--- src/rtl/core/tst_pkg.sv ---
// shared types and constants for the transaction snapshot table
// request and result structs, request codes, controller command struct
// no dependencies
package tst_pkg;

    localparam int DEF_NUM_SLOTS = 32;
    localparam int ID_W          = 32;
    localparam int SLOT_W        = 5;
    localparam int CNT_W         = 6;

    localparam logic [1:0] REQ_ADD    = 2'd0;
    localparam logic [1:0] REQ_END    = 2'd1;
    localparam logic [1:0] REQ_SNAP   = 2'd2;
    localparam logic [1:0] REQ_ASSIGN = 2'd3;

    typedef struct packed {
        logic [1:0]        req_type;
        logic [SLOT_W-1:0] slot;
        logic [ID_W-1:0]   txn_id;
    } t_req;

    typedef struct packed {
        logic [ID_W-1:0]  entry_id;
        logic [CNT_W-1:0] active_count;
        logic [ID_W-1:0]  min_active;
        logic [ID_W-1:0]  upper_bound;
        logic             is_last;
    } t_rsp;

    typedef struct packed {
        logic add;
        logic end_rd;
        logic end_upd;
        logic assign_id;
        logic snap_start;
        logic scan_rd;
        logic scan_chk;
        logic emit_sum;
    } t_cmd;

endpackage

--- src/rtl/core/tst_ctrl.sv ---
// controller for the transaction snapshot table
// decodes add and assign, sequences end, snapshot scan and summary; depends on tst_pkg
module tst_ctrl import tst_pkg::*; #(
    parameter int NUM_SLOTS = DEF_NUM_SLOTS,
    parameter int AW        = $clog2(NUM_SLOTS)
) (
    input  logic          i_clk,
    input  logic          i_rst_n,
    input  logic          i_start,
    input  logic [1:0]    i_req_type,
    output logic          o_busy,
    output t_cmd          o_cmd,
    output logic [AW-1:0] o_scan_addr
);

    localparam int IDX_W = $clog2(NUM_SLOTS + 1);

    localparam logic [1:0] ST_IDLE = 2'd0;
    localparam logic [1:0] ST_END  = 2'd1;
    localparam logic [1:0] ST_SCAN = 2'd2;
    localparam logic [1:0] ST_SUM  = 2'd3;

    logic [1:0]       r_state, n_state;
    logic [IDX_W-1:0] r_idx, n_idx;
    logic             w_accept;
    logic             w_scan_done;

    assign w_accept    = i_start && (r_state == ST_IDLE);
    assign w_scan_done = (r_idx == IDX_W'(NUM_SLOTS));

    always_comb begin
        o_cmd            = '0;
        o_cmd.add        = w_accept && (i_req_type == REQ_ADD);
        o_cmd.end_rd     = w_accept && (i_req_type == REQ_END);
        o_cmd.assign_id  = w_accept && (i_req_type == REQ_ASSIGN);
        o_cmd.snap_start = w_accept && (i_req_type == REQ_SNAP);
        o_cmd.end_upd    = (r_state == ST_END);
        o_cmd.scan_chk   = (r_state == ST_SCAN);
        o_cmd.scan_rd    = (r_state == ST_SCAN) && !w_scan_done;
        o_cmd.emit_sum   = (r_state == ST_SUM);
    end

    assign o_scan_addr = r_idx[AW-1:0];
    assign o_busy      = (r_state != ST_IDLE);

    always_comb begin
        n_state = r_state;
        n_idx   = r_idx;
        unique case (r_state)
            ST_IDLE: begin
                if (o_cmd.end_rd) begin
                    n_state = ST_END;
                end else if (o_cmd.snap_start) begin
                    // read of slot zero goes out with the accept
                    n_state = ST_SCAN;
                    n_idx   = IDX_W'(1);
                end
            end
            ST_END: begin
                n_state = ST_IDLE;
            end
            ST_SCAN: begin
                if (w_scan_done) begin
                    n_state = ST_SUM;
                end else begin
                    n_idx = r_idx + IDX_W'(1);
                end
            end
            ST_SUM: begin
                n_state = ST_IDLE;
                n_idx   = '0;
            end
            default: begin
                n_state = ST_IDLE;
                n_idx   = '0;
            end
        endcase
    end

    always_ff @(posedge i_clk) begin
        if (!i_rst_n) begin
            r_state <= ST_IDLE;
            r_idx   <= '0;
        end else begin
            r_state <= n_state;
            r_idx   <= n_idx;
        end
    end

endmodule

--- src/rtl/core/tst_dp.sv ---
// datapath for the transaction snapshot table
// slot memory with valid bits, counters, scan accumulators, result register; depends on tst_pkg
module tst_dp import tst_pkg::*; #(
    parameter int NUM_SLOTS = DEF_NUM_SLOTS,
    parameter int AW        = $clog2(NUM_SLOTS)
) (
    input  logic            i_clk,
    input  logic            i_rst_n,
    input  t_cmd            i_cmd,
    input  logic [AW-1:0]   i_scan_addr,
    input  t_req            i_req,
    input  logic            i_cfg_wr,
    input  logic [ID_W-1:0] i_cfg_data,
    output logic [ID_W-1:0] o_floor,
    output t_rsp            o_rsp,
    output logic            o_rsp_valid
);

    localparam int SX_W = SLOT_W + 1;

    logic [ID_W-1:0]      mem [NUM_SLOTS];
    logic [NUM_SLOTS-1:0] r_valid;

    logic [ID_W-1:0]  r_rd_data;
    logic             r_rd_val;
    logic [AW-1:0]    r_rd_idx;

    logic [SX_W-1:0]  r_req_slot;
    logic             r_req_in_range;

    logic [ID_W-1:0]  r_latest_done;
    logic [ID_W-1:0]  r_next_id;
    logic [ID_W-1:0]  r_reject_floor;
    logic [ID_W-1:0]  r_min, n_min;
    logic [ID_W-1:0]  r_ub;
    logic [CNT_W-1:0] r_cnt;

    t_rsp             r_rsp, n_rsp;
    logic             r_rsp_valid, n_rsp_valid;

    logic [SX_W-1:0]  w_slot_x;
    logic             w_in_range;
    logic [AW-1:0]    w_slot_idx;
    logic             w_rd_en;
    logic [AW-1:0]    w_rd_addr;
    logic [ID_W-1:0]  w_rd_id;
    logic             w_hit;

    assign w_slot_x   = {1'b0, i_req.slot};
    assign w_in_range = (w_slot_x < SX_W'(NUM_SLOTS));
    assign w_slot_idx = w_slot_x[AW-1:0];

    assign w_rd_en   = i_cmd.end_rd || i_cmd.snap_start || i_cmd.scan_rd;
    assign w_rd_addr = i_cmd.end_rd ? w_slot_idx : i_scan_addr;

    // an entry never written since reset reads as idle
    assign w_rd_id = r_rd_val ? r_rd_data : '0;
    assign w_hit   = (w_rd_id != '0)
                     && !(r_req_in_range && (SX_W'(r_rd_idx) == r_req_slot));

    // slot memory
    always_ff @(posedge i_clk) begin
        if (i_cmd.add && w_in_range) begin
            mem[w_slot_idx] <= i_req.txn_id;
        end
        if (w_rd_en) begin
            r_rd_data <= mem[w_rd_addr];
            r_rd_val  <= r_valid[w_rd_addr];
            r_rd_idx  <= w_rd_addr;
        end
    end

    always_ff @(posedge i_clk) begin
        if (!i_rst_n) begin
            r_valid <= '0;
        end else if (i_cmd.add && w_in_range) begin
            r_valid[w_slot_idx] <= 1'b1;
        end else if (i_cmd.end_upd && r_req_in_range) begin
            r_valid[r_req_slot[AW-1:0]] <= 1'b0;
        end
    end

    always_ff @(posedge i_clk) begin
        if (i_cmd.end_rd || i_cmd.snap_start) begin
            r_req_slot     <= w_slot_x;
            r_req_in_range <= w_in_range;
        end
    end

    always_ff @(posedge i_clk) begin
        if (!i_rst_n) begin
            r_latest_done  <= '0;
            r_next_id      <= ID_W'(1);
            r_reject_floor <= '0;
        end else begin
            if (i_cmd.end_upd && r_req_in_range && (r_latest_done < w_rd_id)) begin
                r_latest_done <= w_rd_id;
            end
            if (i_cmd.assign_id) begin
                r_next_id <= r_next_id + ID_W'(1);
            end
            if (i_cfg_wr) begin
                r_reject_floor <= i_cfg_data;
            end
        end
    end

    always_comb begin
        n_min = r_min;
        if (i_cmd.scan_chk && w_hit && (w_rd_id < r_min)) begin
            n_min = w_rd_id;
        end
    end

    always_ff @(posedge i_clk) begin
        if (i_cmd.snap_start) begin
            r_ub  <= r_latest_done + ID_W'(1);
            r_min <= r_latest_done + ID_W'(1);
            r_cnt <= '0;
        end else if (i_cmd.scan_chk) begin
            r_min <= n_min;
            if (w_hit) begin
                r_cnt <= r_cnt + CNT_W'(1);
            end
        end
    end

    always_comb begin
        n_rsp       = '0;
        n_rsp_valid = 1'b0;
        if (i_cmd.assign_id) begin
            n_rsp_valid    = 1'b1;
            n_rsp.entry_id = (r_next_id <= r_reject_floor) ? '0 : r_next_id;
            n_rsp.is_last  = 1'b1;
        end else if (i_cmd.scan_chk && w_hit) begin
            n_rsp_valid    = 1'b1;
            n_rsp.entry_id = w_rd_id;
        end else if (i_cmd.emit_sum) begin
            n_rsp_valid        = 1'b1;
            n_rsp.active_count = r_cnt;
            n_rsp.min_active   = r_min;
            n_rsp.upper_bound  = r_ub;
            n_rsp.is_last      = 1'b1;
        end
    end

    always_ff @(posedge i_clk) begin
        r_rsp <= n_rsp;
        if (!i_rst_n) begin
            r_rsp_valid <= 1'b0;
        end else begin
            r_rsp_valid <= n_rsp_valid;
        end
    end

    assign o_rsp       = r_rsp;
    assign o_rsp_valid = r_rsp_valid;
    assign o_floor     = r_reject_floor;

endmodule

--- src/rtl/core/transaction_snapshot_table.sv ---
// top level of the transaction snapshot table: apb register port, controller and datapath
// depends on tst_pkg, tst_ctrl, tst_dp
//
//   channel   | handshake                             | payload
//   ----------+---------------------------------------+------------------------------
//   request   | start, busy (taken when start & !busy) | i_req (t_req)
//   result    | o_result_valid, one cycle, no stall    | o_rsp (t_rsp)
//   config    | psel, penable, pwrite, pready          | paddr, pwdata, prdata
//
// add is taken with busy staying low; assign likewise, its result shows the cycle
// after the request. end keeps busy high through its update state (slot read then update).
// snapshot does one memory read per slot, then the summary. the slot memory has
// one read port, which sets the scan rate.
// reset is synchronous; valid bits clear every slot at once, no clearing pass.
// results cannot be held off by the receiver.
module transaction_snapshot_table import tst_pkg::*; #(
    parameter int NUM_SLOTS = DEF_NUM_SLOTS
) (
    input  logic        i_clk,
    input  logic        i_rst_n,
    input  logic        start,
    output logic        busy,
    input  t_req        i_req,
    output logic        o_result_valid,
    output t_rsp        o_rsp,
    input  logic        psel,
    input  logic        penable,
    input  logic        pwrite,
    input  logic [2:0]  paddr,
    input  logic [31:0] pwdata,
    output logic [31:0] prdata,
    output logic        pready
);

    localparam int AW = $clog2(NUM_SLOTS);

    t_cmd            w_cmd;
    logic [AW-1:0]   w_scan_addr;
    logic [ID_W-1:0] w_floor;
    logic            w_cfg_wr;

    assign pready   = 1'b1;
    // only the floor register sits below byte address 4
    assign w_cfg_wr = psel && penable && pwrite && pready && !paddr[2];
    assign prdata   = paddr[2] ? '0 : w_floor;

    tst_ctrl #(
        .NUM_SLOTS (NUM_SLOTS),
        .AW        (AW)
    ) u_ctrl (
        .i_clk       (i_clk),
        .i_rst_n     (i_rst_n),
        .i_start     (start),
        .i_req_type  (i_req.req_type),
        .o_busy      (busy),
        .o_cmd       (w_cmd),
        .o_scan_addr (w_scan_addr)
    );

    tst_dp #(
        .NUM_SLOTS (NUM_SLOTS),
        .AW        (AW)
    ) u_dp (
        .i_clk       (i_clk),
        .i_rst_n     (i_rst_n),
        .i_cmd       (w_cmd),
        .i_scan_addr (w_scan_addr),
        .i_req       (i_req),
        .i_cfg_wr    (w_cfg_wr),
        .i_cfg_data  (pwdata),
        .o_floor     (w_floor),
        .o_rsp       (o_rsp),
        .o_rsp_valid (o_result_valid)
    );

endmodule
--- config.mk ---
export PLATFORM = sky130hd
export DESIGN_NAME = transaction_snapshot_table
export DESIGN_NICKNAME = d
export VERILOG_FILES = /design/src/rtl/core/tst_pkg.sv /design/src/rtl/core/tst_ctrl.sv /design/src/rtl/core/tst_dp.sv /design/src/rtl/core/transaction_snapshot_table.sv
export SDC_FILE = /design/constraint.sdc
export NUM_CORES = 2
export LEC_CHECK = 0
export BUFFER_PORTS_ARGS = -buffer_cell sky130_fd_sc_hd__buf_2
export CORE_MARGIN = 5
export CORE_UTILIZATION = 35
export DETAILED_ROUTE_END_ITERATION = 8
export PLACE_DENSITY = 0.46
export SLEW_MARGIN = 20
export SYNTH_ARGS = -nofsm -noshare
export SYNTH_HDL_FRONTEND = slang
export SYNTH_SLANG_ARGS = --single-unit
--- constraint.sdc ---
create_clock -name i_clk -period 9.2 [get_ports i_clk]
set_input_delay 1.84 -clock i_clk [delete_from_list [all_inputs] [get_ports i_clk]]
set_output_delay 1.84 -clock i_clk [all_outputs]
set_load 0.02 [all_outputs]
======== Word-level counts from Yosys, hierarchy flattened ========
Memory sizes are Yosys's and may differ from the RTL's. A register that Yosys moved wholly into a read port is not among the register bits.
Cells that the tools add are included.
word-level totals
  register bits ........................... 322
  RAM bits ................................ 1024
  input port bits ......................... 80
  output and inout port bits .............. 138
  logic and storage cells ................. 119
  memories kept ........................... 1
cells by class
  add/sub/neg operators ................... 4
  $lt $le $gt $ge ......................... 9
  eq/ne operators ......................... 13
  multiplexer cells ....................... 32
  bitwise gates (word level) .............. 4
  reductions and logical operators ........ 37
memories
  name      depth  width  rd ports  clocked after Yosys merged registers in  wr ports  RTL line      RTL
  u_dp.mem  32     32     1         1                                        1         tst_dp.sv:21  logic [ID_W-1:0] mem [NUM_SLOTS];
operator list
  operator                                                                             count
  32-bit 2-to-1 mux                                                                    10
  32-bit by 1-bit adder with 32-bit output, second input constant                      2
  32-bit < comparator                                                                  2
  32-bit bitwise AND                                                                   1
  32-bit less-or-equal comparator                                                      1
  32-bit inverter                                                                      1
  32-bit bitwise OR                                                                    1
  32-bit nonzero test                                                                  1
  5-bit by 6-bit < comparator with 1-bit output, second input constant                 4
  1-bit logical AND                                                                    18
  6-bit 2-to-1 mux                                                                     3
  6-bit case mux with 3 select lines                                                   1
  6-bit by 1-bit adder with 6-bit output, second input constant                        2
  1-bit demux with 5-bit select                                                        2
  5-bit by 1-bit greater-or-equal comparator with 1-bit output, second input constant  2
  1-bit 2-to-1 mux                                                                     10
  2-bit equality test, second input constant                                           4
  2-bit nonzero test                                                                   4
  6-bit equality test, second input constant                                           1
  2-bit 2-to-1 mux                                                                     3
  2-bit inequality test, second input constant                                         3
  2-bit case mux with 3 select lines                                                   1
  2-bit AND reduction                                                                  3
  1-bit binary-select mux with 5-bit select                                            1
  13 further kinds                                                                     18

======== Longest topological paths before layout ========
  depth in word-level cells ............... 9
  mapped depth ............................ 12

======== Hierarchy ========
Synthesis repeated with hierarchy kept, for this count alone.
unflattened totals
  cells, all modules ...................... 3726
  area total of the unflattened synthesis .. 56276.5 µm²
modules (own cells, without submodules)
  module                      times used  cells an instance  area an instance (µm²)  sequential area each (µm²)
  tst_dp                      1           3624               55470.7                 38727.1
  tst_ctrl                    1           64                 561.8                   160.2
  transaction_snapshot_table  1           38                 244.0                   0.0

======== Least setup slack after synthesis ========
Ideal clock, no wire load.
  path kind ............................... input to register
  start ................................... input port i_req[37] (netlist bit)
  end ..................................... register u_dp.r_valid[27]
  library setup time ...................... 0.068 ns
  arrival time ............................ 5.319 ns
  data required time ...................... 9.132 ns
  slack ................................... 3.813 ns
  cell stages on the path ................. 5
  path buffers ............................ 1
  path through ............................ nor4b_1 -> nand2b_1 -> clkbuf_1 -> nor3_1 -> o221a_2
between the ends
  word-level cells in the longest chain between the ends .. 4
  elaborated cells between the ends (all ways) .. 5
  those cells by class .................... 1 x mux; 4 x reduce/logical
ends and longest elaborated chain
  element                                                  RTL line                          RTL
  start: declaration                                       transaction_snapshot_table.sv:23  input t_req i_req,
  2-bit zero test *                                        tst_ctrl.sv:33                    o_cmd.add = w_accept && (i_req_type == REQ_ADD);
  1-bit logical AND *                                      tst_ctrl.sv:33
  1-bit logical AND *                                      tst_dp.sv:76                      end else if (i_cmd.add && w_in_range) begin
  32-bit 2-to-1 mux or 2-bit nonzero test (tied branches)  --
  end signal: assignment                                   tst_dp.sv:75                      r_valid <= '0;
  end signal: indexed assignment                           tst_dp.sv:77                      r_valid[w_slot_idx] <= 1'b1;
  end signal: indexed assignment                           tst_dp.sv:79                      r_valid[r_req_slot[AW-1:0]] <= 1'b0;
  end: declaration                                         tst_dp.sv:22                      logic [NUM_SLOTS-1:0] r_valid;
Mark *: on every way between the ends. The rest lies on a longest branch, timed or not.
A chain may end at the register's enable or synchronous reset.

======== Worst setup path in the final report ========
  start ................................... input port i_req[37] (netlist bit)
  end ..................................... register u_dp.r_rd_data[6], read port of u_dp.mem, data pin
between the ends
  word-level cells in the longest chain between the ends .. 4
  elaborated cells between the ends (all ways) .. 7
  those cells by class .................... 2 x eq/ne; 1 x mux; 4 x reduce/logical
ends and longest elaborated chain
  element                                                                                RTL line                        RTL
  2-bit by 1-bit equality test with 1-bit output or 2-bit equality test (tied branches)  tst_ctrl.sv:34, tst_ctrl.sv:36
  1-bit logical AND (on tied branches)                                                   tst_ctrl.sv:34, tst_ctrl.sv:36
  1-bit logical OR (2 in series)                                                         tst_dp.sv:53                    assign w_rd_en = i_cmd.end_rd || i_cmd.snap_start || i_cmd.scan_rd;
  end: declaration                                                                       tst_dp.sv:24                    logic [ID_W-1:0] r_rd_data;
Parallel ways exist; a longest one is shown, timed or not.

==> flow_summary.json <==
{
  "p_switching_uw": 3075,
  "globalplace.congestion": 0.8041,
  "setup_tns_ns": 0,
  "cap_violations": 0,
  "period_share": 0.6144,
  "cts.sinks": 1377,
  "synth_top_area_share": 0.6111,
  "dieArea_um2": 166900,
  "drtIter0Drc": 2733,
  "synth_cells": 4163,
  "fin_nets": 4558,
  "cp.arrival_ns": 6.25,
  "reg2reg_depth": 8,
  "leakage_uw": 0.02301,
  "avgSynthCellArea_um2": 13.35,
  "yosysTopAreaCell": "edfxtp_1",
  "path_max_fanout": 37,
  "post_dp_cell_area_um2": 59260,
  "crit_path_end_kind": "flop",
  "design_area_um2": 64040,
  "worstHoldPathType": "flop to flop",
  "largest_reg_flops": 1024,
  "antenna_found_initial": 9,
  "cts_resized": 0,
  "io_pins": 218,
  "crit_type": "primary input to flop",
  "timing.rr.end": "u_dp.r_rd_data[6]",
  "synth_seq_cells": 1377,
  "dr_total_vias": 34430,
  "report.final.slew_viol_count": 0,
  "min_period_ns": 5.652,
  "layout_commonest_cell": "edfxtp_1",
  "synth_cell_types": 58,
  "async_flop_share": 0,
  "cts_inserted_buffers": 153,
  "holdPathStages": 2,
  "hold_viol": 0,
  "drt_wl_total_mm": 171.1,
  "hold_ws_ns": 0.4522,
  "final_core_util": 0.4048,
  "synth_ff_type": "edfxtp_1",
  "drt_pass1_iterations": 5,
  "clk_pin_slew_ns": 0.06,
  "clock_power_share": 0.436,
  "drc": 0,
  "cts-hold-fix-buffers": 0,
  "grt_setup_unrepaired": "false",
  "tightest_slew_ns": 1.054,
  "outcome": "complete, no violations",
  "synth.area.top_cells": "edfxtp_1 (61%), dfxtp_1 (8.9%), mux2i_1 (7.3%)",
  "hold_start": "u_dp.o_floor[16]",
  "setup_viol": 0,
  "portBuffers": 214,
  "rows": 146,
  "clockRootBuffer": "clkbuf_16",
  "htreeDepth": 4,
  "r2r_slack_ns": 4.39,
  "clk_latency_ns": 0.79,
  "syn_nets": 4342,
  "crit_path_start_kind": "primary input",
  "grtUsageTotal": 0.2003,
  "comb_power_share": 0.056,
  "swShare": 0.2281,
  "intPower_uw": 10400,
  "grt_overflow": 0,
  "ant_nets": 0,
  "avgRoutedWirePerCell_um": 26.02,
  "postCtsSetupBuffers": 0,
  "grt_max_degree": 134,
  "fmax_ghz": 0.1769,
  "cp.required_ns": 9.80,
  "top_register": "u_dp.mem",
  "mostFrequentLayoutCells": "edfxtp_1 (1131), nand2_1 (718), mux2i_1 (403)",
  "r2r_start": "u_ctrl.r_state[0]",
  "whs_endpoint": "u_dp.o_floor[16]",
  "grt_pass1_vias": 33760,
  "dp_hpwl_mm": 97.24,
  "core_um2": 158200,
  "slew_headroom": 0.2974,
  "yosysWarnings": 0,
  "fin_total_pwr_uw": 13480,
  "fp.dieW_um": 408.5,
  "synthToLayoutAreaGrowth_pct": 15.24,
  "skew_ns": 0.02026,
  "pwr-share-seq": 0.508,
  "die_y_um": 408.5,
  "clock_path_buffers": 3,
  "vias_per_cell": 5.236,
  "cts_tree": "built",
  "synth_area_um2": 55570,
  "synth_edf_count": 1131,
  "yosysSeqAreaShare": 0.6997,
  "peakVddDrop_uv": 209.3,
  "drive_gt1_frac": 0.1337,
  "power_density_nw_per_um2": 210.5,
  "start_util": 0.3513,
  "grt_first_pass_wirelength_mm": 245.1
}
final cells by class:
| type | count | area [µm²] |
|---|---|---|
| antenna | 1 | 2.502 |
| clock buffer | 213 | 4324 |
| clock inverter | 65 | 456.7 |
| fill | 15000 | 94160 |
| inverter | 144 | 556.8 |
| multi-input combinational | 2410 | 15490 |
| sequential | 1377 | 38890 |
| tap | 2072 | 2592 |
| timing repair buffer | 293 | 1727 |
cells in the mapped netlist (3+ instances only):
| master | n |
|---|---|
| edfxtp_1 | 1131 |
| xor2_1 | 19 |
| a31oi_1 | 7 |
| inv_2 | 3 |
| o22ai_1 | 32 |
| nor2b_1 | 8 |
| nor3_1 | 28 |
| nand3b_1 | 3 |
| inv_1 | 140 |
| nor2_1 | 154 |
| and3_1 | 51 |
| clkbuf_1 | 145 |
| dfxtp_1 | 246 |
| o21ai_0 | 83 |
| or2_2 | 3 |
| nor3_2 | 3 |
| buf_2 | 57 |
| mux2_2 | 4 |
| mux2i_1 | 406 |
| or3_1 | 8 |
| o211ai_1 | 6 |
| a21o_1 | 11 |
| and4_1 | 5 |
| a211o_1 | 3 |
| and2_1 | 9 |
| a32oi_1 | 132 |
| buf_4 | 12 |
| buf_1 | 18 |
| nor4_1 | 11 |
| nand3_1 | 336 |
| nand2b_1 | 9 |
| a2111oi_0 | 3 |
| xnor2_1 | 46 |
| a21oi_1 | 98 |
| a211oi_1 | 3 |
| o31ai_1 | 3 |
| ha_1 | 99 |
| nand2_1 | 718 |
| nand4_1 | 56 |
| o221a_2 | 33 |
how the worst max path moves through the flow:
stage | endpoint | from | slack, ns | depth (start not counted)
after floorplan | u_dp.r_valid[27] | i_req[37] | 3.81 | 5
after global placement | u_dp.r_rd_data[6] | i_req[37] | 2.86 | 10
after detailed placement | u_dp.r_rd_data[6] | i_req[37] | 2.88 | 10
after CTS | u_dp.r_rd_data[6] | i_req[37] | 3.72 | 10
after global routing | u_dp.r_rd_data[6] | i_req[37] | 3.54 | 10
final | u_dp.r_rd_data[6] | i_req[37] | 3.55 | 10
power by group through the flow:
| stage | clock (µW) | combinational (µW) | sequential [µW] |
|---|---|---|---|
| after floorplan | 0 | 449 | 6950 |
| after global placement | 0 | 764 | 6980 |
| after detailed placement | 0 | 769 | 6980 |
| after CTS | 6030 | 770 | 6840 |
| after global routing | 6280 | 828 | 6840 |
| final | 5870 | 758 | 6850 |
kinds of logic after synthesis:
| family | after synthesis | share of synthesized area |
|---|---|---|
| xor+xnor | 65 | 0.01024 |
| fa+ha+maj | 99 | 0.02229 |
| other cells | 1 | 0.00006748 |
| flops | 1377 | 0.6997 |
| buf+inv | 376 | 0.02749 |
| mux | 410 | 0.07394 |
| simple gates | 1412 | 0.1127 |
| compound gates | 423 | 0.05354 |
worst max-delay path, cell delays in order:
cell,delay [ns]
buf_2,0.12
nand2_1,0.11
nor4_4,0.73
mux2i_4,0.34
buf_4,0.57
inv_2,0.55
nor3_2,0.68
buf_4,0.72
a32oi_1,0.22
nand4_1,0.26
routing by layer:
layer	GRT usage	wire, µm
met1	0.2773	77610
met2	0.3278	80870
met3	0.03135	8201
met4	0.05714	4388
met5	0	0
through the flow:
step	std cells	worst slack [ns]
after floorplan	4163	3.813
after global placement	6296	2.858
after detailed placement	6296	2.883
after CTS	6574	3.720
after global routing	6575	3.541
final	6575	3.548
Power figures use the tool's default switching activity.
